--- src/sv/modexp_pkg.sv ---
`default_nettype none
package modexp_pkg;
  localparam int unsigned WIDTH_DEF = 64;
  localparam int unsigned FIELD_W = 64;

  // controller to datapath commands
  typedef enum logic [2:0] {
    CMD_NONE,
    CMD_LOAD,
    CMD_RED_STEP,
    CMD_MUL_START,
    CMD_MUL_STEP,
    CMD_MUL_DONE
  } cmd_op_t;

  typedef struct packed {
    cmd_op_t op;
    logic    sq_sel;
  } dp_cmd_t;

  typedef struct packed {
    logic red_done;
    logic mul_done;
    logic expo_zero;
    logic expo_bit;
    logic mod_zero;
  } dp_status_t;
endpackage
`default_nettype wire

--- src/sv/modexp_if.sv ---
`default_nettype none
interface modexp_in_if;
  logic                        valid;
  logic                        ready;
  logic [modexp_pkg::FIELD_W-1:0] base_value;
  logic [modexp_pkg::FIELD_W-1:0] exponent_value;
  modport source (output valid, base_value, exponent_value, input ready);
  modport sink (input valid, base_value, exponent_value, output ready);
endinterface

interface modexp_out_if;
  logic                        valid;
  logic                        ready;
  logic [modexp_pkg::FIELD_W-1:0] power_result;
  logic                        div_zero_error;
  modport source (output valid, power_result, div_zero_error, input ready);
  modport sink (input valid, power_result, div_zero_error, output ready);
endinterface
`default_nettype wire

--- src/sv/modexp_dp.sv ---
`default_nettype none
module modexp_dp #(
  parameter int unsigned WIDTH = modexp_pkg::WIDTH_DEF
) (
  input  wire logic                           clk,
  input  wire modexp_pkg::dp_cmd_t            cmd,
  input  wire logic [modexp_pkg::FIELD_W-1:0] base_in,
  input  wire logic [modexp_pkg::FIELD_W-1:0] expo_in,
  input  wire logic [modexp_pkg::FIELD_W-1:0] mod_in,
  output modexp_pkg::dp_status_t              status,
  output logic [WIDTH-1:0]                    result
);
  localparam int unsigned CW = $clog2(WIDTH + 1);

  logic [WIDTH-1:0] m_r, expo_r, res_r, sq_r, addend_r, mult_r, acc_r;
  logic [WIDTH-1:0] red_r;
  logic [CW-1:0]    red_cnt_r;
  logic [WIDTH:0]   rem_sh, acc_sum, add_dbl;
  logic [WIDTH-1:0] acc_mod, add_mod, red_val;

  // restoring reduction of base: shift in one bit, subtract if fits
  always_comb begin
    rem_sh  = {red_r, expo_r[WIDTH-1]};
    red_val = (rem_sh >= {1'b0, m_r}) ? WIDTH'(rem_sh - {1'b0, m_r}) : rem_sh[WIDTH-1:0];
  end
  // modular add of accumulator and doubling of the addend
  always_comb begin
    acc_sum = {1'b0, acc_r} + {1'b0, addend_r};
    add_dbl = {addend_r, 1'b0};
    acc_mod = (acc_sum >= {1'b0, m_r}) ? WIDTH'(acc_sum - {1'b0, m_r}) : acc_sum[WIDTH-1:0];
    add_mod = (add_dbl >= {1'b0, m_r}) ? WIDTH'(add_dbl - {1'b0, m_r}) : add_dbl[WIDTH-1:0];
  end

  always_ff @(posedge clk) begin
    case (cmd.op)
      modexp_pkg::CMD_LOAD: begin
        m_r       <= mod_in[WIDTH-1:0];
        expo_r    <= base_in[WIDTH-1:0];
        sq_r      <= expo_in[WIDTH-1:0];
        red_r     <= '0;
        red_cnt_r <= CW'(WIDTH);
        res_r     <= WIDTH'(1);
      end
      modexp_pkg::CMD_RED_STEP: begin
        // reduction uses expo_r as the shift source, sq_r holds exponent
        red_r     <= red_val;
        red_cnt_r <= red_cnt_r - CW'(1);
        if (red_cnt_r == CW'(1)) begin
          expo_r <= sq_r;
          sq_r   <= red_val;
        end else begin
          expo_r <= {expo_r[WIDTH-2:0], 1'b0};
        end
      end
      modexp_pkg::CMD_MUL_START: begin
        acc_r    <= '0;
        addend_r <= cmd.sq_sel ? sq_r : res_r;
        mult_r   <= sq_r;
      end
      modexp_pkg::CMD_MUL_STEP: begin
        if (mult_r[0]) acc_r <= acc_mod;
        addend_r <= add_mod;
        mult_r   <= mult_r >> 1;
      end
      modexp_pkg::CMD_MUL_DONE: begin
        if (cmd.sq_sel) begin
          sq_r   <= acc_r;
          expo_r <= expo_r >> 1;
        end else begin
          res_r <= acc_r;
        end
      end
      default: begin
      end
    endcase
  end

  always_comb begin
    status.red_done  = (red_cnt_r == '0);
    status.mul_done  = (mult_r == '0);
    status.expo_zero = (expo_r == '0);
    status.expo_bit  = expo_r[0];
    status.mod_zero  = (m_r == '0);
    result           = res_r;
  end
endmodule
`default_nettype wire

--- src/sv/modexp_ctrl.sv ---
`default_nettype none
module modexp_ctrl (
  input  wire logic                   clk,
  input  wire logic                   rst_n,
  input  wire logic                   in_fire,
  input  wire logic                   expo_in_zero,
  input  wire logic                   out_ready,
  input  wire modexp_pkg::dp_status_t status,
  output modexp_pkg::dp_cmd_t         cmd,
  output logic                        busy,
  output logic                        out_valid,
  output logic                        out_one,
  output logic                        out_err
);
  typedef enum logic [2:0] {
    S_IDLE, S_CHECK, S_RED, S_BIT, S_MUL, S_MDONE, S_OUT
  } state_t;

  state_t state_r, state_nxt;
  logic   sq_r, sq_nxt, one_r, one_nxt, err_r, err_nxt;
  logic   sel;

  always_comb begin
    state_nxt = state_r;
    sq_nxt    = sq_r;
    one_nxt   = one_r;
    err_nxt   = err_r;
    sel       = sq_r | !status.expo_bit;
    cmd.op    = modexp_pkg::CMD_NONE;
    cmd.sq_sel = sq_r;
    case (state_r)
      S_IDLE: begin
        if (in_fire) begin
          cmd.op    = modexp_pkg::CMD_LOAD;
          one_nxt   = expo_in_zero;
          err_nxt   = 1'b0;
          sq_nxt    = 1'b0;
          state_nxt = expo_in_zero ? S_OUT : S_CHECK;
        end
      end
      S_CHECK: begin
        if (status.mod_zero) begin
          err_nxt   = 1'b1;
          state_nxt = S_OUT;
        end else begin
          state_nxt = S_RED;
        end
      end
      S_RED: begin
        if (status.red_done) state_nxt = S_BIT;
        else cmd.op = modexp_pkg::CMD_RED_STEP;
      end
      // multiply result by square on a set bit, then square
      S_BIT: begin
        if (status.expo_zero) begin
          state_nxt = S_OUT;
        end else begin
          cmd.op     = modexp_pkg::CMD_MUL_START;
          cmd.sq_sel = sel;
          sq_nxt     = sel;
          state_nxt  = S_MUL;
        end
      end
      S_MUL: begin
        if (status.mul_done) state_nxt = S_MDONE;
        else cmd.op = modexp_pkg::CMD_MUL_STEP;
      end
      // after a square move to the next bit; after a multiply square next
      S_MDONE: begin
        cmd.op    = modexp_pkg::CMD_MUL_DONE;
        sq_nxt    = !sq_r;
        state_nxt = S_BIT;
      end
      S_OUT: begin
        if (out_ready) state_nxt = S_IDLE;
      end
      default: state_nxt = S_IDLE;
    endcase
  end

  // hold state and command flags
  always_ff @(posedge clk) begin
    if (!rst_n) begin
      state_r <= S_IDLE;
      sq_r    <= 1'b0;
      one_r   <= 1'b0;
      err_r   <= 1'b0;
    end else begin
      state_r <= state_nxt;
      sq_r    <= sq_nxt;
      one_r   <= one_nxt;
      err_r   <= err_nxt;
    end
  end

  assign busy      = (state_r != S_IDLE);
  assign out_valid = (state_r == S_OUT);
  assign out_one   = one_r;
  assign out_err   = err_r;
endmodule
`default_nettype wire

--- src/sv/modular_exponentiation_unit.sv ---
`default_nettype none
// Operation: the base is first reduced modulo the modulus, then per exponent
// bit an optional multiply and a square follow, each built from shift-and-add
// steps on two modular adders. One item at a time; a zero exponent answers in
// the cycle after accept, and a zero modulus answers by way of S_CHECK.
// Reset (rst_n, synchronous) clears the controller and the modulus to 0.
module modular_exponentiation_unit #(
  parameter int unsigned WIDTH = modexp_pkg::WIDTH_DEF
) (
  input  wire logic                           clk,
  input  wire logic                           rst_n,
  input  wire logic                           cfg_we,
  input  wire logic [modexp_pkg::FIELD_W-1:0] cfg_wdata,
  modexp_in_if.sink                           in_ch,
  modexp_out_if.source                        out_ch
);
  logic [modexp_pkg::FIELD_W-1:0] mod_r;
  modexp_pkg::dp_cmd_t            cmd;
  modexp_pkg::dp_status_t         status;
  logic [WIDTH-1:0]               result;
  logic busy, ovalid, one, err, in_fire;

  // hold modulus register
  always_ff @(posedge clk) begin
    if (!rst_n) mod_r <= '0;
    else if (cfg_we) mod_r <= cfg_wdata;
  end

  assign in_ch.ready = !busy;
  assign in_fire     = in_ch.valid && !busy;

  modexp_ctrl u_ctrl (
    .clk(clk), .rst_n(rst_n), .in_fire(in_fire),
    .expo_in_zero(in_ch.exponent_value[WIDTH-1:0] == '0),
    .out_ready(out_ch.ready), .status(status), .cmd(cmd), .busy(busy),
    .out_valid(ovalid), .out_one(one), .out_err(err)
  );

  modexp_dp #(.WIDTH(WIDTH)) u_dp (
    .clk(clk), .cmd(cmd), .base_in(in_ch.base_value),
    .expo_in(in_ch.exponent_value), .mod_in(mod_r),
    .status(status), .result(result)
  );

  assign out_ch.valid          = ovalid;
  assign out_ch.div_zero_error = err;
  assign out_ch.power_result   = one ? modexp_pkg::FIELD_W'(1) :
                                 err ? '0 : modexp_pkg::FIELD_W'(result);
endmodule
`default_nettype wire
--- src/flat_wrapper.sv ---
// flat-port wrapper written by rule: the top's interface ports become plain ports
module modular_exponentiation_unit_flat 
#(
  parameter int unsigned WIDTH = modexp_pkg::WIDTH_DEF
)
  (clk, rst_n, cfg_we, cfg_wdata, in_ch_valid, in_ch_base_value, in_ch_exponent_value, in_ch_ready, out_ch_valid, out_ch_power_result, out_ch_div_zero_error, out_ch_ready);
  modexp_in_if in_ch_i ();
  modexp_out_if out_ch_i ();
  input  wire logic clk;
  input  wire logic rst_n;
  input  wire logic cfg_we;
  input  wire logic [modexp_pkg::FIELD_W-1:0] cfg_wdata;
  input wire logic [$bits(in_ch_i.valid)-1:0] in_ch_valid;
  input wire logic [$bits(in_ch_i.base_value)-1:0] in_ch_base_value;
  input wire logic [$bits(in_ch_i.exponent_value)-1:0] in_ch_exponent_value;
  output wire logic [$bits(in_ch_i.ready)-1:0] in_ch_ready;
  output wire logic [$bits(out_ch_i.valid)-1:0] out_ch_valid;
  output wire logic [$bits(out_ch_i.power_result)-1:0] out_ch_power_result;
  output wire logic [$bits(out_ch_i.div_zero_error)-1:0] out_ch_div_zero_error;
  input wire logic [$bits(out_ch_i.ready)-1:0] out_ch_ready;
  assign in_ch_i.valid = in_ch_valid;
  assign in_ch_i.base_value = in_ch_base_value;
  assign in_ch_i.exponent_value = in_ch_exponent_value;
  assign in_ch_ready = in_ch_i.ready;
  assign out_ch_valid = out_ch_i.valid;
  assign out_ch_power_result = out_ch_i.power_result;
  assign out_ch_div_zero_error = out_ch_i.div_zero_error;
  assign out_ch_i.ready = out_ch_ready;
  modular_exponentiation_unit #(.WIDTH(WIDTH)) u_core (.clk(clk), .rst_n(rst_n), .cfg_we(cfg_we), .cfg_wdata(cfg_wdata), .in_ch(in_ch_i), .out_ch(out_ch_i));
endmodule
--- config.mk ---
export PLATFORM = sky130hd
export DESIGN_NAME = modular_exponentiation_unit_flat
export DESIGN_NICKNAME = d
export VERILOG_FILES = /design/src/sv/modexp_pkg.sv /design/src/sv/modexp_if.sv /design/src/sv/modexp_dp.sv /design/src/sv/modexp_ctrl.sv /design/src/sv/modular_exponentiation_unit.sv /design/src/flat_wrapper.sv
export SDC_FILE = /design/constraint.sdc
export NUM_CORES = 2
export LEC_CHECK = 0
export BUFFER_PORTS_ARGS = -buffer_cell sky130_fd_sc_hd__buf_4
export CAP_MARGIN = 20
export CORE_UTILIZATION = 67
export CTS_CLUSTER_DIAMETER = 150
export DETAILED_ROUTE_END_ITERATION = 6
export GPL_TIMING_DRIVEN = 1
export PLACE_DENSITY = 0.87
export SLEW_MARGIN = 15
export SYNTH_ARGS = -nofsm -noshare
export SYNTH_HDL_FRONTEND = slang
export SYNTH_SLANG_ARGS = --single-unit
--- constraint.sdc ---
create_clock -name clk -period 18.2 [get_ports clk]
set_clock_uncertainty 0.15 [all_clocks]
set_input_delay 2.73 -clock clk [delete_from_list [all_inputs] [get_ports clk]]
set_output_delay 2.73 -clock clk [all_outputs]
set_load 0.005 [all_outputs]
==> metrics <==
antenna-violating nets left=0; setup TNS=0 ps; fraction of layout cells with a size suffix above 1=0.0991; Vias=roughly 38k; total track usage=0.447; first-pass GRT wire length=roughly 210 mm; Post-route DRC=2; IO Count=roughly 260; clk root buf=clkbuf_16; Synth top area share=0.370; Syn. warnings=0; register area share after synthesis=0.403; Synthesized Nets=between 4k and 5k; fillers=around 4.3k; number of global-route vias before repair=roughly 35k; type of origin of the critical path=flop; Arr. time, crit path=between 7000 and 8000 ps; die height=around 250 microns; CTS Hold Bufs=0; Die Area=about 64,000 sq um; pin count of the biggest net entering global routing=between 150 and 200; Fin. Hold Viols=0; critical path class=reg2reg; Final Max Tran Viols=0; DP HPWL=110 mm; clock buffer count from CTS=66; GR Overflow Total=0; Num Clock Sinks=~590; Avg WL per Cell=26.8 microns; Slew Limit Headroom=0.148; post-synthesis cell area=~42,000 sq um; failing checks=DRC; DRT iter0 DRCs=between 5k and 6k; Post-CTS Repair Setup Buffers=0; Synth cell types=95; clock latency on the worst-skew pair=640 ps; Max clock buf depth=3; # resized after CTS=0; Final Critical Period=roughly 7700 ps; clk slew on worst S/H paths=70 ps; top cells by area, synth=edfxtp_1 (37%), ha_1 (7.7%), mux2i_1 (5.8%); unrepaired setup endpoints after global routing=no; Synth Flop Type=edfxtp_1; CTS tree=done; gpl congestion=a little over 1; beginning of the worst hold path=u_core.mod_r[51]; r2r startpoint=u_core.u_dp.addend_r[0]; Final setup violation count=0; max-cap viol count=0; number of flops mapped to enable cells by yosys=roughly 520; Pre-Repair DR Iteration Count=7; Initial Utilization=0.680; nets=approximately 5.0k; outcome=complete, but fails checks; Max H-tree Level=3; Mapped Avg Cell Area=around 9.4 sq um; cell count after synthesis=between 4k and 5k; area grow syn2layout=10.9%; async set-or-reset flop fraction in the synthesized netlist=0; critical path endpoint category=flop; width of the chip=approximately 250 microns; Layout Cells excl Fill=around 5.5k; crit path from=u_core.u_dp.addend_r[0]; measured slew at the worst slew-check pin=1270 ps; Synth area leader=edfxtp_1; f_max=0.130 GHz; drt total wl=about 150 mm; Core ar.=a little over 60,000 sq um; cell row count=91; Tcrit/Tclk final=0.422; # port buffers=approximately 260; initial antenna violation count=4; class of the worst hold path=reg2reg; critical path required time=approximately 18,000 ps; Yosys reg bits=589; Inst Count DP=5,355; Vias/cell=7.00; critical path peak fanout=71
worst paths after layout:
kind | to | slack [ps] | cells after the start
setup / recovery | u_core.u_dp.acc_r[62] | 10530 | 24
hold / removal | u_core.u_dp.m_r[51] | 280 | 0
setup reg to reg | u_core.u_dp.acc_r[62] | 10530 | 24
hold reg to reg | u_core.u_dp.m_r[51] | 280 | 0
worst max-delay path, cell delays in order, from the launching register on:
cell	delay [ps]
edfxtp_1	490
ha_1	300
fa_1	440
a211o_1	290
a21oi_1	190
a21oi_1	210
a221oi_1	600
o211ai_1	260
nand4_1	290
a21oi_1	140
o211ai_1	210
a21oi_1	110
or3_1	340
and2_1	180
ha_1	390
nand3_1	160
or4_1	530
nor4_1	310
a31oi_1	130
and3_1	210
o211a_1	140
o21ai_4	60
buf_4	670
nor2_1	260
a32o_1	340
cell usage in the layout (no fill, tap or decap), drive strengths merged, types with 137 or more instances in the layout:
cell type,Yosys,layout
o21ai,259,259
buf,71,286
nand2,444,444
xnor2,137,137
and2,148,148
a21oi,394,394
nor2,307,307
mux2i,242,242
inv,148,151
edfxtp,519,519
ha,259,259
a21o,158,158
layout make-up:
type / instances / area [sq um] / share of cell area
Antenna cell: 3 / 7.51 / 0.000161
Clock buffer: 80 / 1770 / 0.0378
Clock inverter: 41 / 529 / 0.0113
Inverter: 148 / 556 / 0.0119
Multi-Input combinational cell: 3496 / 23600 / 0.506
Sequential cell: 589 / 17000 / 0.364
Tap cell: 837 / 1050 / 0.0224
Timing Repair Buffer: 287 / 2180 / 0.0468
metrics by stage:
stage	hold slack (ps)	setup slack [ps]	instance area, sq um	utilization
2_1_floorplan	258	6460	42100	-
4_1_cts	277	10710	46700	0.753
3_5_place_dp	263	10770	44400	0.716
5_1_grt	286	10260	46700	0.754
6_report	277	10530	46700	0.754
3_3_place_gp	260	10940	44400	0.716
synth_stat cells (40+ instances only):
library cell and instances:
nand2_1 444, nor3_1 51, dfxtp_1 70, edfxtp_1 519, a211oi_1 78, a22oi_1 63
xor2_1 95, nor2b_1 90, xnor2_1 137, nor4_1 81, a31oi_1 52, and2_1 147
o21ai_0 244, nand4_1 82, o21bai_1 40, clkbuf_1 176, inv_1 147, nand3_1 72
nor2_1 305, a21o_1 158, mux2i_1 242, a21oi_1 393, a211o_1 65, ha_1 259
cells by family (layout without fill, tap and decap cells):
kind of cell               after synthesis  count (layout)  share of synthesized area
AOI/OAI and AO/OA                     1340            1340                      0.208
xor gates and xnor gates               232             232                     0.0482
adders and majority gates              263             263                     0.0788
buffers and inverters                  396             556                     0.0385
DFF                                    589             589                      0.403
muxes                                  247             247                     0.0589
other                                    0               3                          0
and+or+nand+nor                       1414            1414                      0.165
routing by layer:
layer,vias up,track usage,part of all wire
met2,2913,0.635,0.41
met1,18088,0.616,0.39
met5,-,0,0.000082
li1,16955,-,-
met4,2,0.220,0.055
met3,422,0.139,0.15
Power is left out: the tool's default activity adds up to more than one toggle a clock period on the data nets, which glitch-free logic cannot reach.
